$ cat src/rtl/tsc_pkg.sv
// Package for the touch swipe classifier.
// Holds gesture codes, field widths and the record passed between the two stages.
// No dependencies.
package tsc_pkg;

    localparam int COORD_W = 12;
    localparam int RANGE_W = 12;
    localparam int SLOPE_W = 16;
    localparam int GEST_W  = 4;
    localparam int PROD_W  = SLOPE_W + COORD_W;

    localparam logic [GEST_W-1:0] G_NONE       = 4'd0;
    localparam logic [GEST_W-1:0] G_CLICK      = 4'd1;
    localparam logic [GEST_W-1:0] G_LEFT       = 4'd2;
    localparam logic [GEST_W-1:0] G_RIGHT      = 4'd4;
    localparam logic [GEST_W-1:0] G_UP         = 4'd6;
    localparam logic [GEST_W-1:0] G_DOWN       = 4'd8;
    localparam logic [GEST_W-1:0] G_MAYBE_DOWN = 4'd9;

    localparam int CFG_IDX_W = 1;
    localparam logic [CFG_IDX_W-1:0] CFG_TAP_ZONE = 1'd0;
    localparam logic [CFG_IDX_W-1:0] CFG_SLOPE    = 1'd1;

    localparam logic [RANGE_W-1:0] TAP_ZONE_RST = 12'd40;
    localparam logic [SLOPE_W-1:0] SLOPE_RST    = 16'd640;

    // Front-stage record: release edge flag, delta magnitudes and signs, echoed point.
    typedef struct packed {
        logic               release_edge;
        logic               dx_neg;
        logic               dy_neg;
        logic [COORD_W-1:0] adx;
        logic [COORD_W-1:0] ady;
        logic [COORD_W-1:0] px;
        logic [COORD_W-1:0] py;
    } t_s1;

endpackage

$ cat src/rtl/tsc_front.sv
// Front stage of the touch swipe classifier: pen edge tracking, start point latch
// and delta magnitudes, registered. Depends on tsc_pkg.
module tsc_front (
    input  logic                        i_clk,
    input  logic                        i_rst_n,
    input  logic                        i_accept,
    input  logic                        i_touched,
    input  logic [tsc_pkg::COORD_W-1:0] i_px,
    input  logic [tsc_pkg::COORD_W-1:0] i_py,
    input  logic                        i_take,
    output logic                        o_valid,
    output tsc_pkg::t_s1                o_s1
);

    logic                        r_was_down;
    logic [tsc_pkg::COORD_W-1:0] r_start_x;
    logic [tsc_pkg::COORD_W-1:0] r_start_y;
    logic                        r_valid;
    tsc_pkg::t_s1                r_s1;
    tsc_pkg::t_s1                n_s1;

    always_comb begin
        n_s1.release_edge = !i_touched && r_was_down;
        n_s1.dx_neg       = r_start_x < i_px;
        n_s1.dy_neg       = r_start_y < i_py;
        n_s1.adx          = n_s1.dx_neg ? (i_px - r_start_x) : (r_start_x - i_px);
        n_s1.ady          = n_s1.dy_neg ? (i_py - r_start_y) : (r_start_y - i_py);
        n_s1.px           = i_px;
        n_s1.py           = i_py;
    end

    always_ff @(posedge i_clk) begin
        if (!i_rst_n) begin
            r_was_down <= 1'b0;
            r_start_x  <= '0;
            r_start_y  <= '0;
            r_valid    <= 1'b0;
        end else begin
            if (i_accept) begin
                r_was_down <= i_touched;
                // Pen-down edge latches the start point.
                if (i_touched && !r_was_down) begin
                    r_start_x <= i_px;
                    r_start_y <= i_py;
                end
                r_valid <= 1'b1;
            end else if (i_take) begin
                r_valid <= 1'b0;
            end
        end
    end

    always_ff @(posedge i_clk) begin
        if (i_accept) begin
            r_s1 <= n_s1;
        end
    end

    assign o_valid = r_valid;
    assign o_s1    = r_s1;

endmodule

$ cat src/rtl/tsc_decide.sv
// Decision stage of the touch swipe classifier: click test, dominant axis, slope
// test and the result register. Depends on tsc_pkg.
module tsc_decide (
    input  logic                        i_clk,
    input  logic                        i_rst_n,
    input  logic                        i_valid,
    input  tsc_pkg::t_s1                i_s1,
    input  logic [tsc_pkg::RANGE_W-1:0] i_tap_zone,
    input  logic [tsc_pkg::SLOPE_W-1:0] i_slope,
    input  logic                        i_m_ready,
    output logic                        o_take,
    output logic                        o_valid,
    output logic [tsc_pkg::GEST_W-1:0]  o_gesture,
    output logic [tsc_pkg::COORD_W-1:0] o_x,
    output logic [tsc_pkg::COORD_W-1:0] o_y
);

    logic                        r_valid;
    logic [tsc_pkg::GEST_W-1:0]  r_gesture;
    logic [tsc_pkg::COORD_W-1:0] r_x;
    logic [tsc_pkg::COORD_W-1:0] r_y;
    logic [tsc_pkg::GEST_W-1:0]  n_gesture;
    logic                        w_free;
    logic                        w_horiz;
    logic                        w_neg;
    logic                        w_sure;
    logic [tsc_pkg::COORD_W-1:0] w_major;
    logic [tsc_pkg::COORD_W-1:0] w_minor;
    logic [tsc_pkg::PROD_W-1:0]  w_lhs;
    logic [tsc_pkg::PROD_W-1:0]  w_rhs;
    logic [tsc_pkg::GEST_W-1:0]  w_base;

    assign w_free = !r_valid || i_m_ready;
    assign o_take = i_valid && w_free;

    always_comb begin
        // Equal magnitudes fall to the vertical axis.
        w_horiz = i_s1.adx > i_s1.ady;
        w_major = w_horiz ? i_s1.adx : i_s1.ady;
        w_minor = w_horiz ? i_s1.ady : i_s1.adx;
        w_neg   = w_horiz ? i_s1.dx_neg : i_s1.dy_neg;
        // Ratio test without a divider: major * 256 against slope * minor.
        w_lhs   = {{(tsc_pkg::PROD_W - tsc_pkg::COORD_W - 8){1'b0}}, w_major, 8'd0};
        w_rhs   = {{tsc_pkg::COORD_W{1'b0}}, i_slope}
                * {{tsc_pkg::SLOPE_W{1'b0}}, w_minor};
        w_sure  = w_lhs > w_rhs;
        if (w_horiz) begin
            w_base = w_neg ? tsc_pkg::G_LEFT : tsc_pkg::G_RIGHT;
        end else begin
            w_base = w_neg ? tsc_pkg::G_UP : tsc_pkg::G_DOWN;
        end
        if (!i_s1.release_edge) begin
            n_gesture = tsc_pkg::G_NONE;
        end else if (i_s1.adx < i_tap_zone && i_s1.ady < i_tap_zone) begin
            n_gesture = tsc_pkg::G_CLICK;
        end else begin
            n_gesture = w_base + {{(tsc_pkg::GEST_W-1){1'b0}}, !w_sure};
        end
    end

    always_ff @(posedge i_clk) begin
        if (!i_rst_n) begin
            r_valid <= 1'b0;
        end else if (w_free) begin
            r_valid <= i_valid;
        end
    end

    always_ff @(posedge i_clk) begin
        if (o_take) begin
            r_gesture <= n_gesture;
            r_x       <= i_s1.px;
            r_y       <= i_s1.py;
        end
    end

    assign o_valid   = r_valid;
    assign o_gesture = r_gesture;
    assign o_x       = r_x;
    assign o_y       = r_y;

endmodule

$ cat src/rtl/touch_swipe_classifier.sv
// An input transfer passes through the front register and then the result register.
// Throughput: one poll per cycle while m_axis_tready is high; the front register and
// the result register form a two-deep pipeline, so a poll is still taken while a finished result waits.
// Reset (i_rst_n low, synchronous): pipeline empty, pen up, start point (0,0),
// click zone 40 and slope 640 (2.5 in Q8.8).
module touch_swipe_classifier (
    input  logic        i_clk,
    input  logic        i_rst_n,
    // Configuration write port: index 0 click zone, index 1 slope_q8_8.
    input  logic        i_cfg_we,
    input  logic [tsc_pkg::CFG_IDX_W-1:0] i_cfg_idx,
    input  logic [tsc_pkg::SLOPE_W-1:0]   i_cfg_wdata,
    // Poll input.
    input  logic        s_axis_tvalid,
    output logic        s_axis_tready,
    input  logic [23:0] s_axis_tdata,   // [11:0] point_x, [23:12] point_y
    input  logic        s_axis_tuser,   // [0] pen_touched
    // Gesture output.
    output logic        m_axis_tvalid,
    input  logic        m_axis_tready,
    output logic [31:0] m_axis_tdata    // [3:0] gesture, [15:4] last_x, [27:16] last_y,
                                        // [31:28] zero
);

    logic [tsc_pkg::RANGE_W-1:0] r_tap_zone;
    logic [tsc_pkg::SLOPE_W-1:0] r_slope;

    logic                        w_accept;
    logic                        w_s1_valid;
    logic                        w_take;
    tsc_pkg::t_s1                w_s1;
    logic [tsc_pkg::GEST_W-1:0]  w_gesture;
    logic [tsc_pkg::COORD_W-1:0] w_x;
    logic [tsc_pkg::COORD_W-1:0] w_y;

    // Configuration registers. The user must write them only while the pipeline is idle
    // (the block itself does not enforce this), so both stages can read them directly.
    always_ff @(posedge i_clk) begin
        if (!i_rst_n) begin
            r_tap_zone <= tsc_pkg::TAP_ZONE_RST;
            r_slope    <= tsc_pkg::SLOPE_RST;
        end else if (i_cfg_we) begin
            unique case (i_cfg_idx)
                tsc_pkg::CFG_TAP_ZONE: r_tap_zone <= i_cfg_wdata[tsc_pkg::RANGE_W-1:0];
                tsc_pkg::CFG_SLOPE:    r_slope    <= i_cfg_wdata;
                default:               r_slope    <= r_slope;
            endcase
        end
    end

    // The front register can take a poll when it is empty or is handing its
    // content to the result register in the same cycle.
    assign s_axis_tready = !w_s1_valid || w_take;
    assign w_accept      = s_axis_tvalid && s_axis_tready;

    // Edge tracking and start point latch act at the input transfer itself, so the
    // next poll sees the updated state with no bubble.
    tsc_front u_front (
        .i_clk     (i_clk),
        .i_rst_n   (i_rst_n),
        .i_accept  (w_accept),
        .i_touched (s_axis_tuser),
        .i_px      (s_axis_tdata[11:0]),
        .i_py      (s_axis_tdata[23:12]),
        .i_take    (w_take),
        .o_valid   (w_s1_valid),
        .o_s1      (w_s1)
    );

    // Classification: one 16x12 multiply and a few compares before the result register.
    tsc_decide u_decide (
        .i_clk      (i_clk),
        .i_rst_n    (i_rst_n),
        .i_valid    (w_s1_valid),
        .i_s1       (w_s1),
        .i_tap_zone (r_tap_zone),
        .i_slope    (r_slope),
        .i_m_ready  (m_axis_tready),
        .o_take     (w_take),
        .o_valid    (m_axis_tvalid),
        .o_gesture  (w_gesture),
        .o_x        (w_x),
        .o_y        (w_y)
    );

    assign m_axis_tdata = {4'd0, w_y, w_x, w_gesture};

endmodule

$ cat config.mk
export PLATFORM = sky130hd
export DESIGN_NAME = touch_swipe_classifier
export DESIGN_NICKNAME = d
export VERILOG_FILES = /design/src/rtl/tsc_pkg.sv /design/src/rtl/tsc_front.sv /design/src/rtl/tsc_decide.sv /design/src/rtl/touch_swipe_classifier.sv
export SDC_FILE = /design/constraint.sdc
export NUM_CORES = 1
export LEC_CHECK = 0
export ABC_AREA = 1
export BUFFER_PORTS_ARGS = -buffer_cell sky130_fd_sc_hd__buf_2
export CAP_MARGIN = 30
export CELL_PAD_IN_SITES_DETAIL_PLACEMENT = 0
export CELL_PAD_IN_SITES_GLOBAL_PLACEMENT = 2
export CORE_MARGIN = 1
export CORE_UTILIZATION = 41
export DETAILED_ROUTE_END_ITERATION = 10
export GPL_ROUTABILITY_DRIVEN = 0
export PLACE_DENSITY_LB_ADDON = 0.1
export SLEW_MARGIN = 30
export SYNTH_ARGS = -nofsm -noshare
export SYNTH_HDL_FRONTEND = slang
export SYNTH_SLANG_ARGS = --single-unit
$ cat constraint.sdc
create_clock -name i_clk -period 10.7 [get_ports i_clk]
set_input_delay 3.21 -clock i_clk [delete_from_list [all_inputs] [get_ports i_clk]]
set_output_delay 3.21 -clock i_clk [all_outputs]
set_load 0.005 [all_outputs]
; ---- Word-level counts from Yosys, hierarchy flattened
; Cells that the tools add are included.
[word_totals]
ff_bits = 134
inputBits = 47
word_cells = 60
out_inout_bits = 34
[classes]
magnitude_cmp = 6
n_bitwise = 2
mul = 1
n_reduce_logical = 17
n_mux = 11
add_sub_neg = 5
[op_table]
columns = operator, n
row1 = less-than comparator 12 bit, 4
row2 = 2-to-1 mux 12 bit, 4
row3 = subtractor 12 bit, 4
row4 = > comparator 20 x 28 -> 1 bit, 1
row5 = multiplier 16 x 12 -> 28 bit, 1
row6 = > comparator 12 bit, 1
row7 = 2-to-1 mux 4 bit, 2
row8 = AND reduction 2 bit, 3
row9 = logical AND 1 bit, 5
row10 = zero test 1 bit, 5
row11 = adder 4 x 1 -> 4 bit, 1
row12 = 2-to-1 mux 1 bit, 4
row13 = 2-to-1 mux 3 bit, 1
row14 = logical OR 1 bit, 2
row15 = NOT 1 bit, 2
row16 = nonzero test 2 bit, 1
row17 = OR reduction 2 bit, 1

; ---- Depth between registers and ports, before layout
; Gate-level depths: netlist of the first run.
[logic_depth]
depth_word = 7
mapped_depth = 47

; ---- Hierarchy
; A second synthesis of the first run with hierarchy kept.
[hier_totals]
cells_unflattened = 2076
hier_area_um2 = 15531.1
[by_module_without_submodules]
columns = mod, instances, cells_per_inst, area_each_um2
row1 = tsc_decide, 1, 1213, 9029.9
row2 = tsc_front, 1, 710, 5396.4
row3 = touch_swipe_classifier, 1, 153, 1104.8

; ---- Worst setup path after synthesis of the first run
; Ideal clock, no wire load.
[synth_timing]
path_kind = register -> register
start = register u_front.r_s1, in the netlist u_front.o_s1[31]
end = register u_decide.r_gesture, in the netlist u_decide.o_gesture[0], data pin
setup_slack_ns = 3.719
required_time_ns = 10.450
arrival_ns = 6.732
path_stages_with_launch = 40
period_less_slack_ns = 6.981
cell_sequence = edfxtp_1 > inv_1 > ha_1 > nand4_1 > nor2_1 > nand4_1 > nand2_2 > buf_4 > nand2_1 > o21ai_1 > buf_2 > nor2_1 > fa_1 > fa_1 > fa_1 > fa_1 > inv_1 > fa_1 > [4 not listed] > a21oi_1 > nand2_1 > a31oi_1 > o21bai_1 > xnor2_1 > ha_1 > nand2_1 > nor2_1 > and2_1 > nand2_1 > nand3_1 > a21oi_1 > nor2_1 > nand3_1 > nor2_1 > nand3_1 > nand2_1 > inv_1
[synth_between]
elab_chain_cells = 7
elab_cells_between_ends = 11
[synth_lines]
columns = item, line_no
row1 = "start, declared", tsc_front.sv:19  ; tsc_pkg::t_s1 r_s1;
row2 = "start signal, assigned", tsc_front.sv:55  ; r_s1 <= n_s1;
row3 = > comparator 12 bit, tsc_decide.sv:38  ; w_horiz = i_s1.adx > i_s1.ady;
row4 = 2-to-1 mux 12 bit, tsc_decide.sv:40  ; w_minor = w_horiz ? i_s1.ady : i_s1.adx;
row5 = multiplier 16 x 12 -> 28 bit, tsc_decide.sv:45  ; * {{tsc_pkg::SLOPE_W{1'b0}}, w_minor};
row6 = > comparator 20 x 28 -> 1 bit, tsc_decide.sv:46  ; w_sure = w_lhs > w_rhs;
row7 = zero test 1 bit, tsc_decide.sv:57  ; n_gesture = w_base + {{(tsc_pkg::GEST_W-1){1'b0}}, !w_sure};
row8 = adder 4 x 1 -> 4 bit, tsc_decide.sv:57
row9 = 2-to-1 mux 1 bit *, tsc_decide.sv:54  ; end else if (i_s1.adx < i_tap_zone && i_s1.ady < i_tap_zone) begin
row10 = "end signal, assigned", tsc_decide.sv:71  ; r_gesture <= n_gesture;
row11 = "end, declared", tsc_decide.sv:19  ; logic [tsc_pkg::GEST_W-1:0] r_gesture;
; Mark *: on every way between the ends. The rest lies on a longest branch, timed or not.
; A chain may end at the register's enable or synchronous reset.

; ---- Worst setup path after layout of the first run
; Same ends and word-level chain as after synthesis.

==> out/summary.log, run 1 <==
[yosys] fraction of registers with async set or reset after synthesis 0%
[clock_network] maximum clock insertion buffer count 2
[yosys] post-synthesis instance total 1833
[critical_path] Critical Path End Type flip-flop
[final_layout] ant diodes 0
[critical_path] Reg-to-Reg Start u_front.o_s1[31]
[sta] RSZ-0062 raised after global routing false
[sta] transition time at the pin with the least slew margin 0.986 ns
[final_layout] share of layout cells above drive strength 1 8.55%
[yosys] sequential share of the synthesized area 23.6%
[sta] top achievable clock speed 115 MHz
[final_layout] number of nets in the finished design 2218
[clock_network] number of clock sinks seen by CTS 134
[sta] Setup TNS Final 0 ns
[critical_path] crit-path max FO 49
[floorplanning] effective utilization at floorplan 42.1%
[yosys] library cell occupying the most area in the post-synthesis netlist fa_1
[detailed_routing] DR WL/cell 17.6 um
[critical_path] arrival time of data at the critical path endpoint 8.87 ns
[clock_network] clock tree from TritonCTS yes
[yosys] count of yosys warnings during synthesis 0
[critical_path] most frequent CP cell nand2_1
[detailed_routing] final routed wirelength across all metal layers 41200 um
[grt] busiest layer in global routing met2
[yosys] ranking of synthesized cells by area fa_1 (20%), edfxtp_1 (16%), ha_1 (13%)
[floorplanning] width of the die 191 um
[yosys] average size of a mapped cell 8.02 um^2
[grt] global routing usage on met3 2.75%
[detailed_routing] ANT nets after route 0
[clock_network] Post-CTS Setup Bufs 0
[grt] overall track demand over capacity in global routing 23.8%
[critical_path] largest incremental delay on the critical path 1.01 ns
[detailed_routing] Vias 11.5k
[grt] global-route wire length before repair 65300 um
[clock_network] number of buffers inserted during clock tree synthesis 17
[final_layout] layout-stage area growth over the synthesis result 8.20%
[sta] Final Hold Fails 0
[grt] pin count of the biggest net entering global routing 54
[yosys] number of synthesized register bits 134
[critical_path] Worst Setup Start Kind flip-flop
[sta] fin. max-slew vios 0
[clock_network] maximum level of the CTS H-tree 4
[sta] final worst-path cycle share 81.3%
[run] max-cap viol count 0
[sta] worst relative slew slack 33.8%
[min_path] worst hold path class flip-flop to flip-flop
[sta] final worst path period need 8.70 ns
[placed_design] post-detail-place hpwl 34000 um
[status] run status complete, no violations
[detailed_routing] drt initial violations 493
[floorplanning] Die H 191 um
[yosys] post-synth cell types 47
[floorplanning] floorplan die area 0.0366 mm^2
[clock_network] clk root buf clkbuf_16
[yosys] cell area after technology mapping 0.0147 mm^2
[floorplanning] count of boundary I/O pins 81
[clock_network] clock edge transition at the registers on the reported setup and hold paths 0.06 ns
[grt] Overflow after GRT 0
[grt] via count of the first global-routing pass 12.0k
[detailed_routing] via count normalized by instance count 4.92
[critical_path] Slowest-stage cell, CP o21ai_1
[grt] antenna violations before repair 0
[yosys] count of flip-flops with a built-in enable after synthesis 79
[detailed_routing] remaining routing DRC violations 0
[sta] endpoints failing setup 0
[critical_path] critical path startpoint u_front.o_s1[31]
[grt] routing usage on met1 28.6%
[critical_path] data required time of the critical path 10.88 ns
[placed_design] count of input and output buffers 76
[detailed_routing] Pre-Repair DR Iteration Count 5
[clock_network] Clk Latency, worst-skew pair 0.43 ns
[clock_network] hold-fix buffers at CTS 0
[sta] Post-Route Skew 0.0142 ns
[yosys] most frequently used cell type in the post-synthesis netlist nand2_1
[yosys] Synth Flop Type edfxtp_1
[critical_path] start-to-end type of the worst setup path flip-flop to flip-flop
[yosys] top cell type's share of synthesized area 19.6%
[sta] hold_ws 0.417 ns
[floorplanning] placement row count 68
[clock_network] CTS resizes 0
[grt] grt met2 use 43.5%
[yosys] commonest cells in the synthesized netlist nand2_1 (407), inv_1 (370), ha_1 (158)
[floorplanning] placeable core area 0.0349 mm^2
[min_path] hold path startpoint u_front.o_s1[9]
[state kept, by name, summed over array words and instances (netlist names)]
| signal | cells |
|---|---|
| r_slope | 16 |
| r_tap_zone | 12 |
| u_decide.o_gesture | 4 |
| u_decide.o_valid | 1 |
| u_decide.o_x | 12 |
| u_decide.o_y | 12 |
| u_front.o_s1 | 51 |
| u_front.o_valid | 1 |
| u_front.r_start_x | 12 |
| u_front.r_start_y | 12 |
| u_front.r_was_down | 1 |
[worst max-delay path, delay by kind of cell, from the launching register on]
kind | cells | cell delay [ns]
adder cells (fa/ha/maj) | 8 | 3.44
AND/OR/NAND/NOR | 19 | 2.29
AO/OA/AOI/OAI | 5 | 1.59
buffers and inverters | 6 | 0.57
flip-flops | 1 | 0.41
XOR/XNOR | 1 | 0.14
[through the flow]
| step | instance area, um^2 | util (%) | std cells | worst slack [ns] |
|---|---|---|---|---|
| after floorplan | 14700 | - | 1836 | 3.72 |
| after global placement | 15300 | 43.9 | 2304 | 1.99 |
| after detailed placement | 15300 | 44.0 | 2305 | 2.00 |
| after CTS | 15900 | 45.6 | 2337 | 1.97 |
| after global routing | 15900 | 45.6 | 2337 | 1.31 |
| final | 15900 | 45.6 | 2337 | 2.00 |
[path summary, 6_finish.rpt]
kind / end / slack, ns / depth (start not counted)
setup / recovery: u_decide.o_gesture[0] / 2.00 / 39
hold / removal: u_decide.o_y[9] / 0.42 / 0
setup reg to reg: u_decide.o_gesture[0] / 2.00 / 39
hold reg to reg: u_decide.o_y[9] / 0.42 / 0
[layer usage]
| layer | wire, um | vias up | part of all wire, % |
|---|---|---|---|
| li1 | - | 5752 | - |
| met1 | 17900 | 5507 | 43 |
| met2 | 21100 | 187 | 51 |
| met3 | 1040 | 57 | 2.5 |
| met4 | 1160 | 0 | 2.8 |
| met5 | 0 | - | 0 |
[area by class of cell]
type	count	area (um^2)
Clock buffer	22	507
Tap cell	455	569
Timing Repair Buffer	80	430
Fill cell	3554	19000
Inverter	380	1430
Clock inverter	10	62.6
Multi-Input combinational cell	1256	9440
Sequential cell	134	3470
[kinds of logic after synthesis]
kind of cell,after synthesis,share of synthesized area [%]
AND/OR/NAND/NOR,619,16.8
buffers and inverters,446,12.3
XOR/XNOR,58,3.45
flip-flops,134,23.6
other,1,0.0255
adder cells (fa/ha/maj),302,33.1
AO/OA/AOI/OAI,273,10.6
[placed cells by master (no fill, tap or decap), drive strengths merged]
cell type	n
nand3	33
a31oi	3
edfxtp	79
and2	2
a21o	3
a21oi	121
conb	4
clkbuf	22
o21ai	114
o21a	3
a21boi	4
nand3b	1
fa	144
ha	158
xnor2	22
buf	80
inv	385
o21bai	7
o31ai	1
dfxtp	55
a221oi	4
nor3	5
or2	2
nor2	148
o211a	1
a211oi	1
nand4	13
clkinv	5
nor4	2
o221ai	1
nand2	413
o211ai	9
xor2	36
o2111ai	1
Power of run 1 is not shown: default switching activity piles up to over one toggle a cycle in this logic, so the estimate is an artifact.
==> run 2: changes to the inputs <==
--- a/config.mk
+++ b/config.mk
@@ -11,7 +11,7 @@
 export CELL_PAD_IN_SITES_DETAIL_PLACEMENT = 0
 export CELL_PAD_IN_SITES_GLOBAL_PLACEMENT = 2
 export CORE_MARGIN = 1
-export CORE_UTILIZATION = 41
+export CORE_UTILIZATION = 35
 export DETAILED_ROUTE_END_ITERATION = 10
 export GPL_ROUTABILITY_DRIVEN = 0
 export PLACE_DENSITY_LB_ADDON = 0.1
==> constraint.sdc (replaced) <==
create_clock -name i_clk -period 8 [get_ports i_clk]
set_input_delay 2.4 -clock i_clk [delete_from_list [all_inputs] [get_ports i_clk]]
set_output_delay 2.4 -clock i_clk [all_outputs]
set_load 0.005 [all_outputs]
==> run 2 against run 1 <==
Against the previous run:
- non-clock buffer count increased by 67
- maximum frequency up 15%
- setup slack lost 1.5 ns
- critical path type unchanged
- register-to-register slack worse by 1.5 ns
==> out/summary.log, run 2 (same netlist as run 1, synthesis figures left out) <==
[status] run status complete, no violations
[detailed_routing] drt initial violations 658
[floorplanning] floorplan die area 0.0428 mm^2
[sta] worst relative slew slack 40.7%
[final_layout] Final Core Density 40.9%
[critical_path] largest incremental delay on the critical path 0.56 ns
[floorplanning] Die H 207 um
[grt] Overflow after GRT 0
[clock_network] number of clock sinks seen by CTS 134
[critical_path] Critical Path End Type flip-flop
[sta] Final Hold Fails 0
[sta] fin. max-slew vios 0
[detailed_routing] final routed wirelength across all metal layers 44100 um
[sta] endpoints failing setup 0
[floorplanning] effective utilization at floorplan 35.8%
[sta] final worst path period need 7.53 ns
[floorplanning] placeable core area 0.0411 mm^2
[grt] via count of the first global-routing pass 12.2k
[final_layout] ant diodes 0
[final_layout] leading cell type in the layout, fill and taps excluded nand2_1
[sta] Post-Route Skew 0.0125 ns
[detailed_routing] remaining routing DRC violations 0
[critical_path] start-to-end type of the worst setup path flip-flop to flip-flop
[critical_path] data required time of the critical path 8.20 ns
[clock_network] clk root buf clkbuf_16
[floorplanning] placement row count 74
[critical_path] Slowest-stage cell, CP fa_1
[grt] global-route wire length before repair 68000 um
[grt] antenna violations before repair 0
[critical_path] Worst Setup Start Kind flip-flop
[placed_design] worst setup slack before clock tree synthesis 0.0482 ns
[critical_path] most frequent CP cell nand2_1
[detailed_routing] via count normalized by instance count 4.74
[clock_network] maximum clock insertion buffer count 2
[critical_path] arrival time of data at the critical path endpoint 7.73 ns
[final_layout] layout-stage area growth over the synthesis result 14.5%
[sta] top achievable clock speed 133 MHz
[placed_design] count of input and output buffers 76
[run] max-cap viol count 0
[placed_design] post-detail-place hpwl 36200 um
[final_layout] flip-flop count of the largest register, all copies and words added 51
[final_layout] share of layout cells above drive strength 1 13.5%
[sta] transition time at the pin with the least slew margin 0.889 ns
[final_layout] commonest cells after routing, fill and taps aside nand2_1 (402), inv_1 (368), ha_1 (146)
[clock_network] clock edge transition at the registers on the reported setup and hold paths 0.06 ns
[sta] final worst-path cycle share 94.2%
[clock_network] Clk Latency, worst-skew pair 0.44 ns
[final_layout] final cell count without fillers 2482
[critical_path] crit-path max FO 6
[placed_design] dpl cells 2418
[clock_network] maximum level of the CTS H-tree 4
[detailed_routing] ANT nets after route 0
[clock_network] clock tree from TritonCTS yes
[sta] Final WS setup 0.466 ns
[floorplanning] count of boundary I/O pins 81
[grt] overall track demand over capacity in global routing 21.3%
[min_path] worst hold path class flip-flop to flip-flop
[final_layout] number of nets in the finished design 2286
[detailed_routing] Pre-Repair DR Iteration Count 5
[detailed_routing] DR WL/cell 17.8 um
[clock_network] number of buffers inserted during clock tree synthesis 17
[grt] pin count of the biggest net entering global routing 54
[sta] Setup TNS Final 0 ns
[floorplanning] width of the die 207 um
[detailed_routing] Vias 11.8k
-- run 2: layer usage --
| metal | global-route usage, % | vias to the layer above | share of wire [%] |
|---|---|---|---|
| li1 | - | 5893 | - |
| met1 | 25.7 | 5664 | 43 |
| met2 | 39.6 | 163 | 52 |
| met3 | 2.06 | 48 | 2.3 |
| met4 | 6.26 | 0 | 2.2 |
| met5 | 0 | - | 0 |
-- run 2: cell type report --
cell class	instances	area [um^2]
fill	4329	24300
multi-input combinational	1257	9710
sequential	134	3470
inverter	380	1440
timing repair buffer	147	990
tap	532	666
clock buffer	21	440
clock inverter	11	105
-- run 2: path summary, 6_finish.rpt --
path,cells past startpoint,startpoint,endpoint,slack (ns)
max,43,u_front.o_s1[37],u_decide.o_gesture[0],0.47
min,0,u_front.o_s1[12],u_decide.o_x[0],0.42
max reg2reg,43,u_front.o_s1[37],u_decide.o_gesture[0],0.47
min reg2reg,0,u_front.o_s1[12],u_decide.o_x[0],0.42
-- run 2: metrics by stage --
stage,area (um^2),hold slack [ns]
2_1_floorplan,14700,0.400
4_1_cts,16300,0.420
3_5_place_dp,15700,0.406
3_3_place_gp,15700,0.401
6_report,16800,0.418
5_1_grt,16800,0.422
-- run 2: critical path, delay by kind of cell, from the launching register on --
family	cells	cell delay [ns]
AO/OA/AOI/OAI	4	0.58
XOR/XNOR	1	0.14
adder cells (fa/ha/maj)	8	3.50
buffers and inverters	11	0.95
flip-flops	1	0.42
AND/OR/NAND/NOR	19	1.70
-- run 2: what timing repair did --
item,CTS,global route
gates resized for setup,0,69
hold buffers,0,0
buffers inserted,0,31
endpoints found under the setup margin,0,1
Power of run 2 is left out for the same reason.
==> run 3: changes to the inputs <==
--- a/config.mk
+++ b/config.mk
@@ -5,13 +5,12 @@
 export SDC_FILE = /design/constraint.sdc
 export NUM_CORES = 1
 export LEC_CHECK = 0
-export ABC_AREA = 1
 export BUFFER_PORTS_ARGS = -buffer_cell sky130_fd_sc_hd__buf_2
 export CAP_MARGIN = 30
 export CELL_PAD_IN_SITES_DETAIL_PLACEMENT = 0
 export CELL_PAD_IN_SITES_GLOBAL_PLACEMENT = 2
 export CORE_MARGIN = 1
-export CORE_UTILIZATION = 35
+export CORE_UTILIZATION = 36
 export DETAILED_ROUTE_END_ITERATION = 10
 export GPL_ROUTABILITY_DRIVEN = 0
 export PLACE_DENSITY_LB_ADDON = 0.1
==> run 3 against run 2 <==
Against the previous run:
- synthesized cell count down 14%
- setup slack worse by 0.28 ns
- cell count shrank 9.6%
- via count shrank 7.7%
- area after synthesis shrank 3.5%
- count of clock-buffer cells in the layout down 3
- critical path depth shrank 8
- flip-flop and latch count unchanged
- critical path type unchanged
- highest routed layer unchanged
==> out/summary.log, run 3 <==
[clock_network] Clk Latency, worst-skew pair 0.46 ns
[floorplanning] width of the die 201 um
[placed_design] worst setup slack before clock tree synthesis -0.124 ns
[final_layout] commonest cells after routing, fill and taps aside nand2_1 (272), inv_1 (255), ha_1 (142)
[clock_network] clock tree from TritonCTS yes
[yosys] number of synthesized register bits 134
[critical_path] start-to-end type of the worst setup path flip-flop to flip-flop
[final_layout] share of layout cells above drive strength 1 18.9%
[critical_path] largest incremental delay on the critical path 0.53 ns
[sta] Final Hold Fails 0
[floorplanning] effective utilization at floorplan 36.6%
[final_layout] leading cell type in the layout, fill and taps excluded nand2_1
[min_path] worst hold path class flip-flop to flip-flop
[clock_network] number of buffers inserted during clock tree synthesis 17
[yosys] top cell type's share of synthesized area 20.3%
[run] max-cap viol count 0
[clock_network] clock edge transition at the registers on the reported setup and hold paths 0.06 ns
[placed_design] count of input and output buffers 76
[grt] Overflow after GRT 0
[yosys] most frequently used cell type in the post-synthesis netlist nand2_1
[detailed_routing] via count normalized by instance count 4.84
[floorplanning] floorplan die area 0.0402 mm^2
[critical_path] most frequent CP cell fa_1
[status] run status complete, no violations
[grt] via count of the first global-routing pass 11.2k
[sta] RSZ-0062 raised after global routing true
[sta] fin. max-slew vios 0
[grt] pin count of the biggest net entering global routing 56
[pwr] power density normalized to cell area 347 mW/mm^2
[yosys] fraction of registers with async set or reset after synthesis 0%
[detailed_routing] DR WL/cell 17.4 um
[detailed_routing] remaining routing DRC violations 0
[placed_design] dpl cells 2197
[final_layout] ant diodes 0
[critical_path] arrival time of data at the critical path endpoint 7.99 ns
[critical_path] Worst Setup Start Kind flip-flop
[critical_path] crit-path max FO 8
[grt] global-route wire length before repair 62300 um
[yosys] sequential share of the synthesized area 24.5%
[final_layout] layout-stage area growth over the synthesis result 19.2%
[detailed_routing] final routed wirelength across all metal layers 39100 um
[grt] antenna violations before repair 0
[final_layout] fill cell total of the finished layout 3881
[yosys] commonest cells in the synthesized netlist nand2_1 (284), inv_1 (268), ha_1 (158)
[critical_path] data required time of the critical path 8.17 ns
[clock_network] number of clock sinks seen by CTS 134
[detailed_routing] Pre-Repair DR Iteration Count 4
[yosys] ranking of synthesized cells by area fa_1 (20%), edfxtp_1 (17%), ha_1 (14%)
[final_layout] number of nets in the finished design 2062
[floorplanning] Die H 201 um
[pwr] Max IR drop VDD 0.268 mV
[yosys] post-synth cell types 62
[sta] worst relative slew slack 41.7%
[min_path] Hold Path Cell Cnt 0
[sta] transition time at the pin with the least slew margin 0.872 ns
[floorplanning] placeable core area 0.0387 mm^2
[critical_path] Slowest-stage cell, CP fa_1
[sta] Final WS setup 0.185 ns
[yosys] post-synthesis instance total 1573
[sta] endpoints failing setup 0
[yosys] library cell occupying the most area in the post-synthesis netlist fa_1
[floorplanning] placement row count 72
[clock_network] maximum clock insertion buffer count 2
[final_layout] final cell count without fillers 2244
[yosys] cell area after technology mapping 0.0142 mm^2
[clock_network] hold-fix buffers at CTS 0
[final_layout] flip-flop count of the largest register, all copies and words added 51
[sta] final worst path period need 7.81 ns
[yosys] count of yosys warnings during synthesis 0
[floorplanning] count of boundary I/O pins 81
[yosys] average size of a mapped cell 9.02 um^2
[clock_network] clk root buf clkbuf_16
[sta] top achievable clock speed 128 MHz
[sta] final worst-path cycle share 97.7%
[yosys] count of flip-flops with a built-in enable after synthesis 79
[detailed_routing] drt initial violations 393
[sta] Post-Route Skew 0.0159 ns
[detailed_routing] ANT nets after route 0
[detailed_routing] Vias 10.9k
[yosys] Synth Flop Type edfxtp_1
[placed_design] post-detail-place hpwl 30900 um
[grt] overall track demand over capacity in global routing 20.2%
[critical_path] Reg2Reg Depth 35
[clock_network] maximum level of the CTS H-tree 4
[critical_path] Critical Path End Type flip-flop
[pwr] static leakage 7.69 nW
run 3: cell types whose count changed in the layout (fill, tap and decap cells not counted), moves of 48 or more:
cell | previous run | this run
nor2_1 | 137 | 30
a21boi_0 | 4 | 52
inv_1 | 368 | 255
nand2_1 | 402 | 272
a21oi_1 | 110 | 55
and2_1 | 2 | 62
run 3: what timing repair did:
action | 4_1_cts | 5_1_grt
setup endpoints to repair | 1 | 1
resized for setup | 22 | 87
pin swaps | 8 | 92
setup buffers | 0 | 16
run 3: layout make-up:
| class | instances | area [um^2] | share of cell area [%] |
|---|---|---|---|
| multi-input combinational | 1108 | 9920 | 58.7 |
| sequential | 134 | 3470 | 20.5 |
| timing repair buffer | 183 | 1280 | 7.56 |
| inverter | 269 | 1010 | 5.97 |
| tap | 518 | 648 | 3.83 |
| clock buffer | 18 | 429 | 2.54 |
| clock inverter | 14 | 150 | 0.888 |
run 3: layer usage:
layer | up-vias | track usage, % | wire, um | part of all wire (%)
li1 | 5386 | - | - | -
met1 | 5313 | 27.1 | 18700 | 48
met2 | 126 | 33.7 | 18700 | 48
met3 | 31 | 3.25 | 1060 | 2.7
met4 | 0 | 5.53 | 579 | 1.5
met5 | - | 0 | 0 | 0
run 3: cells by family (layout without fill, tap and decap cells):
logic type               Yosys count  after routing  synth area share [%]
AO/OA/AOI/OAI                    267            267                  12.4
XOR/XNOR                          34             34                  2.10
adder cells (fa/ha/maj)          302            302                  34.3
buffers and inverters            334            484                  9.10
flip-flops                       134            134                  24.5
multiplexers                      33             33                  2.59
other                              1              4                0.0264
AND/OR/NAND/NOR                  468            468                  15.0
run 3: stage by stage:
step / hold slack [ns] / util (%) / total power, mW / setup TNS (ns) / instance area [um^2]
after floorplan: 0.400 / - / 3.16 / 0 / 14200
after global placement: 0.401 / 40.5 / 4.36 / -0.0792 / 15700
after detailed placement: 0.405 / 40.6 / 4.35 / -0.124 / 15700
after CTS: 0.414 / 42.4 / 5.39 / 0 / 16400
after global routing: 0.420 / 43.6 / 6.45 / -0.219 / 16900
final: 0.418 / 43.6 / 5.86 / 0 / 16900
run 3: worst max-delay path, delay by kind of cell, from the launching register on:
| family | cells | cell delay, ns |
|---|---|---|
| compound gates | 12 | 2.00 |
| flops | 1 | 0.39 |
| buf+inv | 7 | 0.69 |
| fa+ha+maj | 8 | 3.20 |
| simple gates | 6 | 0.88 |
| xor+xnor | 1 | 0.13 |
| mux | 1 | 0.25 |
run 3: worst paths after layout:
path                    start                    end  slack (ns)
max reg2reg  u_front.o_s1[29]  u_decide.o_gesture[0]        0.19
min          u_front.o_s1[19]        u_decide.o_x[7]        0.42
min reg2reg  u_front.o_s1[19]        u_decide.o_x[7]        0.42
max          u_front.o_s1[29]  u_decide.o_gesture[0]        0.19
run 3: power breakdown:
group          leakage (nW)  switching, mW  internal (mW)
Sequential             1.21         0.0379          0.789
Clock                 0.284          0.339          0.461
Combinational          6.19           2.26           1.98
Total                  7.69           2.64           3.23
No activity file was read; power rests on OpenSTA's default activity.
